[src/hdl/stfop_pkg.sv]
// Shared types and constants for the serial transmitter with odd parity.
// No dependencies; imported by every module of the block.
package stfop_pkg;

    localparam int FIFO_DEPTH = 1024;
    localparam int PTR_W      = $clog2(FIFO_DEPTH);
    localparam int DATA_BITS  = 8;
    localparam int CNT_W      = 4;

    // one queued request, already classified by the front end
    typedef struct packed {
        logic       is_tick;
        logic [7:0] data_byte;
    } t_cmd;

    typedef struct packed {
        logic line_level;
        logic accepted;
        logic busy_res;
        logic byte_done;
    } t_res;

    // front end -> back end request channel
    typedef struct packed {
        logic valid;
        t_cmd cmd;
    } t_cmd_chan;

endpackage

[src/hdl/stfop_front.sv]
// Front end: takes requests from the input port, classifies them as push or
// tick and holds them in a two-entry queue for the back end. Uses stfop_pkg.
module stfop_front import stfop_pkg::*; (
    input  logic       i_clk,
    input  logic       i_rst_n,
    input  logic       i_push,
    output logic       o_full,
    input  logic       i_mode,
    input  logic [7:0] i_data_byte,
    output t_cmd_chan  o_chan,
    input  logic       i_take
);

    t_cmd       r_q [2];
    logic       r_wr_ptr, r_rd_ptr;
    logic [1:0] r_cnt;
    logic       w_in, w_out;

    assign o_full = (r_cnt == 2'd2);
    assign w_in   = i_push && !o_full;
    assign w_out  = i_take && (r_cnt != 2'd0);

    assign o_chan.valid = (r_cnt != 2'd0);
    assign o_chan.cmd   = r_q[r_rd_ptr];

    always_ff @(posedge i_clk) begin
        if (w_in) begin
            r_q[r_wr_ptr].is_tick   <= i_mode;
            r_q[r_wr_ptr].data_byte <= i_data_byte;
        end
    end

    always_ff @(posedge i_clk) begin
        if (!i_rst_n) begin
            r_wr_ptr <= 1'b0;
            r_rd_ptr <= 1'b0;
            r_cnt    <= 2'd0;
        end else begin
            if (w_in)  r_wr_ptr <= ~r_wr_ptr;
            if (w_out) r_rd_ptr <= ~r_rd_ptr;
            r_cnt <= r_cnt + {1'b0, w_in} - {1'b0, w_out};
        end
    end

endmodule

[config.mk]
export PLATFORM = sky130hd
export DESIGN_NAME = stfop_front
export DESIGN_NICKNAME = d
export VERILOG_FILES = /design/src/hdl/stfop_pkg.sv /design/src/hdl/stfop_front.sv
export SDC_FILE = /design/constraint.sdc
export NUM_CORES = 1
export LEC_CHECK = 0
export ABC_AREA = 1
export BUFFER_PORTS_ARGS = -buffer_cell sky130_fd_sc_hd__buf_4
export CAP_MARGIN = 30
export CORE_MARGIN = 5
export CORE_UTILIZATION = 40
export CTS_CLUSTER_DIAMETER = 50
export DETAILED_ROUTE_END_ITERATION = 10
export PLACE_DENSITY = 0.69
export SKIP_CTS_REPAIR_TIMING = 1
export SLEW_MARGIN = 20
export SYNTH_ARGS = -nofsm -noshare
export SYNTH_HDL_FRONTEND = slang
export SYNTH_SLANG_ARGS = --single-unit
[constraint.sdc]
create_clock -name i_clk -period 1.7 [get_ports i_clk]
set_input_delay 0 -clock i_clk [delete_from_list [all_inputs] [get_ports i_clk]]
set_output_delay 0 -clock i_clk [all_outputs]
set_load 0.02 [all_outputs]
# == Word level (Yosys, flattened, before mapping) ==
# Memory sizes are Yosys's and may differ from the RTL's. A register that Yosys moved wholly into a read port is not among the register bits.
# Cells that the tools add are included.
# W data, S select, Z words.
# totals
register_bits,4
word_cells,17
input_bits,13
mem_bits_rw,18
output_inout_bits,11
mem_count,1
# memory_table
memory,words,word_bits,rd,rd_ports_with_merged_regs,wr,line,text
r_q,2,9,1,1,1,stfop_front.sv:14,t_cmd r_q [2];
# op_classes
mux,4
n_bitwise,2
reduce_logical,4
addsub,2
n_eq_ne,1
# ops
cell,count
$mux W1,4
$add A2 B1 Y2,1
$eq A2 B2 Y1 const B,1
$logic_and A1 B1 Y1,2
$not A1 Y1,2
$reduce_bool A2 Y1,1
$sub A2 B1 Y2,1
$logic_not A1 Y1,1

# == Longest topological paths before layout ==
# Gate-level depths: netlist of run 1.
# logic_depth
depth_word,5
mapped_depth,11
depth_no_buf,11

# == Worst setup path before layout of run 1 ==
# OpenSTA, ideal clock, no wires.
# synth_timing
path_type,register -> register
from,reg r_cnt[0]
to,reg r_cnt[1]
path_stages_with_launch,11
required_ps,1585
setup_time_ps,115
t_arrival_ps,1273
path_buffers,0
synth_period_minus_slack_ps,1388
setup_slack_ps,312
cell_sequence,dfxtp_1 > inv_1 > nand2_1 > nand2_1 > ha_1 > inv_1 > ha_1 > inv_1 > nand2_1 > a21oi_1 > nor2_1
# synth_between
elab_chain_len,5
word_cells_on_any_way,7
cone_classes,2 x add/sub; 1 x eq/ne; 4 x reduce/logical
# synth_lines
item,line,text
start: declaration,stfop_front.sv:16,logic [1:0] r_cnt;
start signal: assignment,stfop_front.sv:41,"r_cnt <= r_cnt + {1'b0, w_in} - {1'b0, w_out};"
$eq A2 B2 Y1,stfop_front.sv:19,assign o_full = (r_cnt == 2'd2);
$logic_not A1 Y1,stfop_front.sv:20,assign w_in = i_push && !o_full;
$logic_and A1 B1 Y1,stfop_front.sv:20,
$add A2 B1 Y2,stfop_front.sv:41,
$sub A2 B1 Y2 *,stfop_front.sv:41,
# Every way passes the cells marked *; elsewhere a longest branch is shown, timed or not.
# A chain may end at the register's enable or synchronous reset.

# == Worst setup path after layout of run 1 ==
# Same ends and word-level chain as after synthesis.

==> results.ini, run 1 <==
[grt]
grt_max_degree=14
grt_overflow_total=0
antenna_found_initial=0
first_global_vias=616
grt_pass1_wl_mm=2.504
gr-usage-all-layers=0.09713

[synth]
synth_cell_types=11
syn-num-nets=80
yosys_warnings=0
synth.area.top_cells=edfxtp_1 58%, mux2_4 14%, dfxtp_1 11%
synth_top_area_cell=edfxtp_1
yosysTopAreaCellShare=0.5791
synthCells=65
synth_area_um2=933.4
avgSynthCellArea_um2=14.36
ys_ff_latch=23
seq_area_frac_synth=0.6863

[route]
drt_wl_total_mm=1.521
drc=0
drt_iter0_drc=6
drtAntennaViolNets=0
vias=589
drt-pass1-iter-count=5
viasPerCell=4.496
wl_per_cell_um=11.61

[timing]
setup_slack_ns=0.1702
finalHoldViolCount=1
finalSetupTns_ns=0
finalSetupViolations=0
fin_crit_ns=1.530
skew_ns=0.009637
worstMarginPinSlew_ns=0.5512
whs_ns=-0.00008063
rsz0062_at_grt=false
fmax_mhz=653.7
post-route-period-util=0.8999
maxSlewViolCount=0
slew_headroom=0.6320

[floorplan]
core_area_um2=2212
dieWidth_um=58.31
rows=17
ios=24
start_util=0.4219
die_y_um=58.31
dieArea_um2=3399

[cells_and_area]
ff_latch_area_um2=641.9
final_cell_mix=24 x buf_4, 18 x edfxtp_1, 11 x dlygate4sd3_1, 9 x nand2_1, 9 x mux2_4
nets=119
fin_area_um2=1276
fin_util=0.5769
n_antenna_cell=0
fill_cells=175
multi_input_area_um2=251.5
instances_no_fill=131
final_common_cell=buf_4
syn_to_final_growth_pct=36.73
drive_above_1_share=0.3786

[job]
max_cap_viol_count=0

[placement]
gp_congestion=0.7597
placed_area_um2=1137
place_hpwl_mm=1.134
io_buffers=23
dp_slack_ns=0.1940
placedCellCount=116

[clock_tree]
cts_tree=done
clock-sinks=23
clock_latency_ns=0.30
cts_root_buf=clkbuf_4
path_clk_slew_ns=0.12
cts_max_path_buffers=2
h-tree-depth=1
cts-buffers-inserted=3

[pwr]
peakVddDrop_mv=0.9232
p_leak_nw=0.5635
power.total_mw=1.677
p_per_area_nw_per_um2=1314

[setup_path]
cp.arrival_ns=1.74
required_ns=1.91
critPathCaptureType=flop
worstSetupPathType=flop to flop
path_max_fanout=4
path_cells=inv_1, nand2_1, nand2_1, ha_1, inv_1, ha_1, inv_1, nand2_1, a21oi_1, nor2_1
cp-start-kind=flop
cpPeakStageDelay_ns=0.36
worst_path_max_delay_cell=dfxtp_2

[min_path]
hp-class=primary input to flop

[status]
outcome=finished, violations left
violations=hold timing

worst paths after layout:
kind / from / endpoint / slack, ns / cells past startpoint
hold reg to reg: r_rd_ptr / r_rd_ptr / 0.52 / 2
setup / recovery: r_cnt[0] / r_cnt[1] / 0.17 / 10
setup reg to reg: r_cnt[0] / r_cnt[1] / 0.17 / 10
hold / removal: i_take / r_rd_ptr / -0.00008 / 4
area by class of cell:
| class | count | area share |
|---|---|---|
| flip-flops and latches | 23 | 0.5029 |
| multi-input cells | 33 | 0.1971 |
| repair buffers | 35 | 0.2275 |
| well taps | 28 | 0.02745 |
| clock buffers | 3 | 0.01765 |
| inverters | 8 | 0.02353 |
| clock inverters | 1 | 0.003922 |
metal layers:
layer	wire length, µm	track usage
met3	114	0.02632
met1	606	0.1050
met4	23	0.04636
met2	776	0.1738
met5	0	0
flip-flops by register name, summed over array words and instances, names as in the netlist, named ones only:
signal / flops
r_cnt: 2
r_wr_ptr: 1
r_rd_ptr: 1
r_q: 18
cells by family (layout without fill, tap and decap cells):
logic type               Yosys count  in the layout  share of synthesized area
buffers and inverters              9             47                    0.04424
adder cells (fa/ha/maj)            2              2                    0.02681
multiplexers                       9              9                     0.1448
AO/OA/AOI/OAI                      2              2                    0.01072
flip-flops                        23             23                     0.6863
AND/OR/NAND/NOR                   20             20                    0.08713
cell usage after synthesis:
library cell  number
nand2_1            9
edfxtp_1          18
nor2_2             1
inv_1              8
a21oi_1            2
buf_6              1
nand3_1            3
dfxtp_1            5
ha_1               2
nor2_1             7
mux2_4             9
where the power goes:
group | switching (mW) | internal (mW)
sequential | 0.0724 | 0.722
combinational | 0.326 | 0.321
clock | 0.147 | 0.0874
critical path, delay by kind of cell (launching register included):
family,cells,cell delay [ns]
simple gates,4,0.33
fa+ha+maj,2,0.46
compound gates,1,0.13
buf+inv,3,0.15
flops,1,0.36
Power figures use the tool's default switching activity.
==> run 2, diff against run 1 <==
Settings changed: ABC_AREA 1 to unset, PLACE_DENSITY 0.69 to 0.7.
==> run 2 against run 1 <==
The run now ends clean. Sequential share of layout area increased by 2.3 points. Count of clock-buffer cells in the layout unchanged. Non-clock buffer count down 1. Register-to-register slack is essentially flat. Final area decreased by 4.3%.
==> results.ini, run 2 <==
[status]
outcome=finished, final reports clean

[route]
wl_met2_um=612
viasPerCell=4.513
drt-pass1-iter-count=2
met3_length_um=92
drc=0
vias=537
drt_iter0_drc=2
drt_wl_total_mm=1.316
wl_per_cell_um=11.06
wl_met1_um=602
top_layer=met4
drtAntennaViolNets=0

[floorplan]
start_util=0.4106
core_area_um2=2148
die_y_um=56.96
dieArea_um2=3244
ios=24
rows=17
dieWidth_um=56.96

[grt]
antenna_found_initial=0
grt_max_degree=14
gr-usage-all-layers=0.08444
grt_pass1_wl_mm=2.097
first_global_vias=511
grt_overflow_total=0

[placement]
placedCellCount=105
gp_congestion=0.6569
io_buffers=23
place_hpwl_um=971.8

[timing]
slew_headroom=0.7219
rsz0062_at_grt=false
finalSetupViolations=0
finalSetupTns_ns=0
worstMarginPinSlew_ns=0.4172
finalHoldViolCount=0
fmax_mhz=653.4
post-route-period-util=0.9003
fin_crit_ns=1.530
skew_ns=0.002615
maxSlewViolCount=0

[setup_path]
required_ns=1.90
worst_path_max_delay_cell=dfxtp_1
cp.arrival_ns=1.73
cpPeakStageDelay_ns=0.41
r2r-start=r_cnt[1]
path_max_fanout=4
worst_path_most_repeated_cell=ha_1
cp-start-kind=flop
crit_start=r_cnt[1]
critPathCaptureType=flop
worstSetupPathType=flop to flop
path_cells=nand2b_1, nand2_1, ha_1, inv_1, ha_1, xor2_1, xnor2_1, nor2_1

[cells_and_area]
final_common_cell=buf_4
largest_reg_flops=18
nets=107
ff_latch_area_um2=641.9
fill_cells=188
regMostFlops=r_q
n_antenna_cell=0
reg_top3=r_q (18), r_cnt (2)
multi_input_area_um2=225.2
instances_no_fill=119
final_cell_mix=24 x buf_4, 18 x edfxtp_1, 10 x dlygate4sd3_1, 9 x mux2_2
drive_above_1_share=0.4396
syn_to_final_growth_pct=38.44

[synth]
yosysTopAreaCellShare=0.6128
synthCells=54
synth_area_um2=882.1
ys_ff_latch=23
yosys_warnings=0
ys_top_cells_by_count=18 x edfxtp_1, 9 x mux2_2, 5 x dfxtp_1
synth-main-ff-cell=edfxtp_1
seq_area_frac_synth=0.7262
synth_cell_types=16
synth_most_common_cell=edfxtp_1
avgSynthCellArea_um2=16.34
synth.area.top_cells=edfxtp_1 61%, mux2_2 11%, dfxtp_1 11%
syn-num-nets=69
ys_async_sr_fraction=0
synth_top_area_cell=edfxtp_1
synth_edf_count=18

[clock_tree]
cts_tree=done
cts-buffers-inserted=3
h-tree-depth=1
cts_max_path_buffers=2
clock-sinks=23
cts_root_buf=clkbuf_4
clock_latency_ns=0.29
path_clk_slew_ns=0.11

[pwr]
p_per_area_nw_per_um2=1298
p_leak_nw=0.5060
peakVddDrop_mv=0.7951

[job]
max_cap_viol_count=0

[min_path]
worstHoldStart=i_push
hp-class=primary input to flop

==> run 2: area by class of cell <==
cell class                      count  share of cell area
Sequential cell                    23              0.5256
Clock buffer                        3             0.01844
Timing Repair Buffer               34              0.2295
Multi-Input combinational cell     27              0.1844
Inverter                            3            0.009221
Clock inverter                      1            0.004098
Tap cell                           28             0.02869
==> run 2: kinds of logic (layout without fill, tap and decap cells) <==
logic type	count (synthesis)	in the layout	share of synthesized area
flops	23	23	0.7262
compound gates	1	1	0.009931
simple gates	11	11	0.06100
mux	10	10	0.1262
xor+xnor	3	3	0.02979
buf+inv	4	41	0.01843
fa+ha+maj	2	2	0.02836
==> run 2: layer usage <==
metal,GRT usage,vias up
met5,0,-
li1,-,265
met4,0.03642,0
met1,0.1076,253
met3,0.03846,2
met2,0.1240,17
==> run 2: power breakdown <==
part	internal [mW]	switching, mW
logic	0.298	0.272
registers	0.717	0.0637
clock network	0.0875	0.148
total	1.10	0.483
==> run 2: per-stage QoR <==
step                      setup slack (ns)    util  cell area, µm²  hold WS [ns]  total power, mW
after floorplan                     0.2309       -           882.1       0.09887            1.143
after global placement              0.1991  0.5084            1092        0.1861            1.341
after detailed placement            0.1230  0.5084            1092        0.1896            1.355
after CTS                           0.1252  0.5213            1120       -0.1270            1.586
after global routing               0.03816  0.5684            1221       0.04524            1.691
final                               0.1695  0.5684            1221       0.03912            1.586
==> run 2: critical path, delay by kind of cell, from the launching register on <==
| family | cells | cell delay (ns) |
|---|---|---|
| adders and majority gates | 2 | 0.38 |
| buffers and inverters | 1 | 0.05 |
| and+or+nand+nor | 3 | 0.29 |
| xor gates and xnor gates | 2 | 0.30 |
| DFF | 1 | 0.41 |
==> run 2: worst paths after layout <==
path              end  slack (ns)  depth (start not counted)
min reg2reg  r_wr_ptr        0.50                          2
min          r_wr_ptr        0.04                          3
max          r_cnt[1]        0.17                          8
max reg2reg  r_cnt[1]        0.17                          8
==> run 3, diff against run 2 <==
--- a/config.mk
+++ b/config.mk
@@ -9,8 +9,9 @@
 export CAP_MARGIN = 30
 export CORE_MARGIN = 5
-export CORE_UTILIZATION = 40
+export CORE_UTILIZATION = 49
 export CTS_CLUSTER_DIAMETER = 50
 export DETAILED_ROUTE_END_ITERATION = 10
-export PLACE_DENSITY = 0.7
+export GPL_TIMING_DRIVEN = 0
+export PLACE_DENSITY = 0.81
 export SKIP_CTS_REPAIR_TIMING = 1
 export SLEW_MARGIN = 20
==> constraint.sdc (replaced) <==
create_clock -name i_clk -period 1.7 [get_ports i_clk]
set_input_delay 0 -clock i_clk [delete_from_list [all_inputs] [get_ports i_clk]]
set_output_delay 0 -clock i_clk [all_outputs]
set_load 0.005 [all_outputs]
==> run 3 against run 2 <==
Global-route usage is 2.6 points higher. Combinational power is 12% lower. Clock power increased by 5%. Sequential share of layout area about the same. Final cell count down 2.5%. Wire length is 13% higher. Die area fell by 15%. Critical path type unchanged. Sequential power shrank 2.8%.
==> results.ini, run 3 (same netlist as run 2, synthesis figures left out) <==
[status]
outcome=finished, final reports clean

[floorplan]
core_area_um2=1727
ios=24
start_util=0.5109
dieWidth_um=52.43
rows=15
die_y_um=52.43
dieArea_um2=2749

[setup_path]
critPathCaptureType=flop
required_ns=1.91
worst_path_most_repeated_cell=ha_1
cp.arrival_ns=1.79
cp_top_family=adder cells
path_max_fanout=4
r2r-start=r_cnt[0]
crit_buf_inv=1
crit_start=r_cnt[0]
rr_worst_depth=8
cp-start-kind=flop
cpPeakStageDelay_ns=0.36
worst_path_max_delay_cell=dfxtp_2
r2r_end=r_cnt[1]
path_cells=nand2b_1, nand2_2, ha_1, inv_1, ha_1, xor2_1, xnor2_1, nor2_1
reg2reg_slack_ns=0.12
worstSetupPathType=flop to flop

[min_path]
worstHoldStart=i_push
hold_depth=3
hold-path-endpoint=r_wr_ptr
hp-class=primary input to flop

[timing]
fin_crit_ns=1.579
finalSetupTns_ns=0
finalHoldViolCount=0
skew_ns=0.008972
post-route-period-util=0.9289
slew_headroom=0.6856
worstMarginPinSlew_ns=0.4711
maxSlewViolCount=0
rsz0062_at_grt=false
finalSetupViolations=0
setup_slack_ns=0.1209
fmax_mhz=633.3

[cells_and_area]
final_common_cell=buf_4
syn_to_final_growth_pct=38.72
nets=107
reg_top3=r_q (18), r_cnt (2)
regMostFlops=r_q
drive_above_1_share=0.4725
multi_input_area_um2=230.2
n_antenna_cell=0
largest_reg_flops=18
ff_latch_area_um2=643.1
final_cell_mix=23 x buf_4, 18 x edfxtp_1, 10 x dlygate4sd3_1, 9 x mux2_2
fin_area_um2=1224
fill_cells=139

[route]
vias=535
drc=0
wl_per_cell_um=12.87
drt_iter0_drc=10
viasPerCell=4.612
drtAntennaViolNets=0
drt-pass1-iter-count=2
drt_wl_total_mm=1.493

[clock_tree]
cts_max_path_buffers=2
cts_tree=done
clock_latency_ns=0.30
cts-buffers-inserted=3
cts_root_buf=clkbuf_4
h-tree-depth=1
path_clk_slew_ns=0.13
clock-sinks=23

[placement]
placed_area_um2=1086
gp_congestion=0.6708
io_buffers=23
dp_slack_ns=0.06670

[grt]
grt_max_degree=15
first_global_vias=552
grt_overflow_total=0
grt_pass1_wl_mm=2.187
antenna_found_initial=0
gr-usage-all-layers=0.1100

[pwr]
p_leak_nw=0.5029
power.total_mw=1.506
p_per_area_nw_per_um2=1230
peakVddDrop_mv=0.9326

[job]
max_cap_viol_count=0

-- run 3: through the flow --
step,utilization,hold WS (ns),std cells
2_1_floorplan,-,0.09887,54
3_3_place_gp,0.6290,0.1853,102
3_5_place_dp,0.6290,0.1877,102
4_1_cts,0.6464,-0.1387,106
5_1_grt,0.7087,0.03023,116
6_report,0.7087,0.01787,116
-- run 3: layer usage --
| metal | routed length [µm] | global-route usage | vias to the layer above |
|---|---|---|---|
| li1 | - | - | 265 |
| met3 | 84 | 0.02849 | 2 |
| met4 | 4 | 0.03830 | 0 |
| met5 | 0 | 0 | - |
| met2 | 806 | 0.2149 | 18 |
| met1 | 598 | 0.1089 | 250 |
-- run 3: tightest hold or removal path: stages --
cell and delay (ns):
buf_4 0.09, nand2_2 0.07, mux2i_1 0.12
-- run 3: area by class of cell --
class / count / area share
clock buffers: 3 / 0.01840
plain buffers: 1 / 0.004090
inverters: 3 / 0.009202
multi-input cells: 27 / 0.1881
flip-flops and latches: 23 / 0.5256
repair buffers: 33 / 0.2229
clock inverters: 1 / 0.006135
well taps: 25 / 0.02556
-- run 3: worst max-delay path by stage --
stage                end  slack, ns  cells past startpoint
2_1_floorplan   r_cnt[1]       0.23                      8
3_3_place_gp   r_q[0][5]       0.12                      3
3_5_place_dp   r_q[0][6]       0.07                      3
4_1_cts        r_q[0][8]       0.04                      3
5_1_grt         r_cnt[1]       0.02                      8
6_report        r_cnt[1]       0.12                      8
-- run 3: power by group --
| part | total [mW] | internal, mW | switching, mW |
|---|---|---|---|
| clock network | 0.246 | 0.0894 | 0.156 |
| registers | 0.758 | 0.719 | 0.0388 |
| logic | 0.502 | 0.294 | 0.209 |
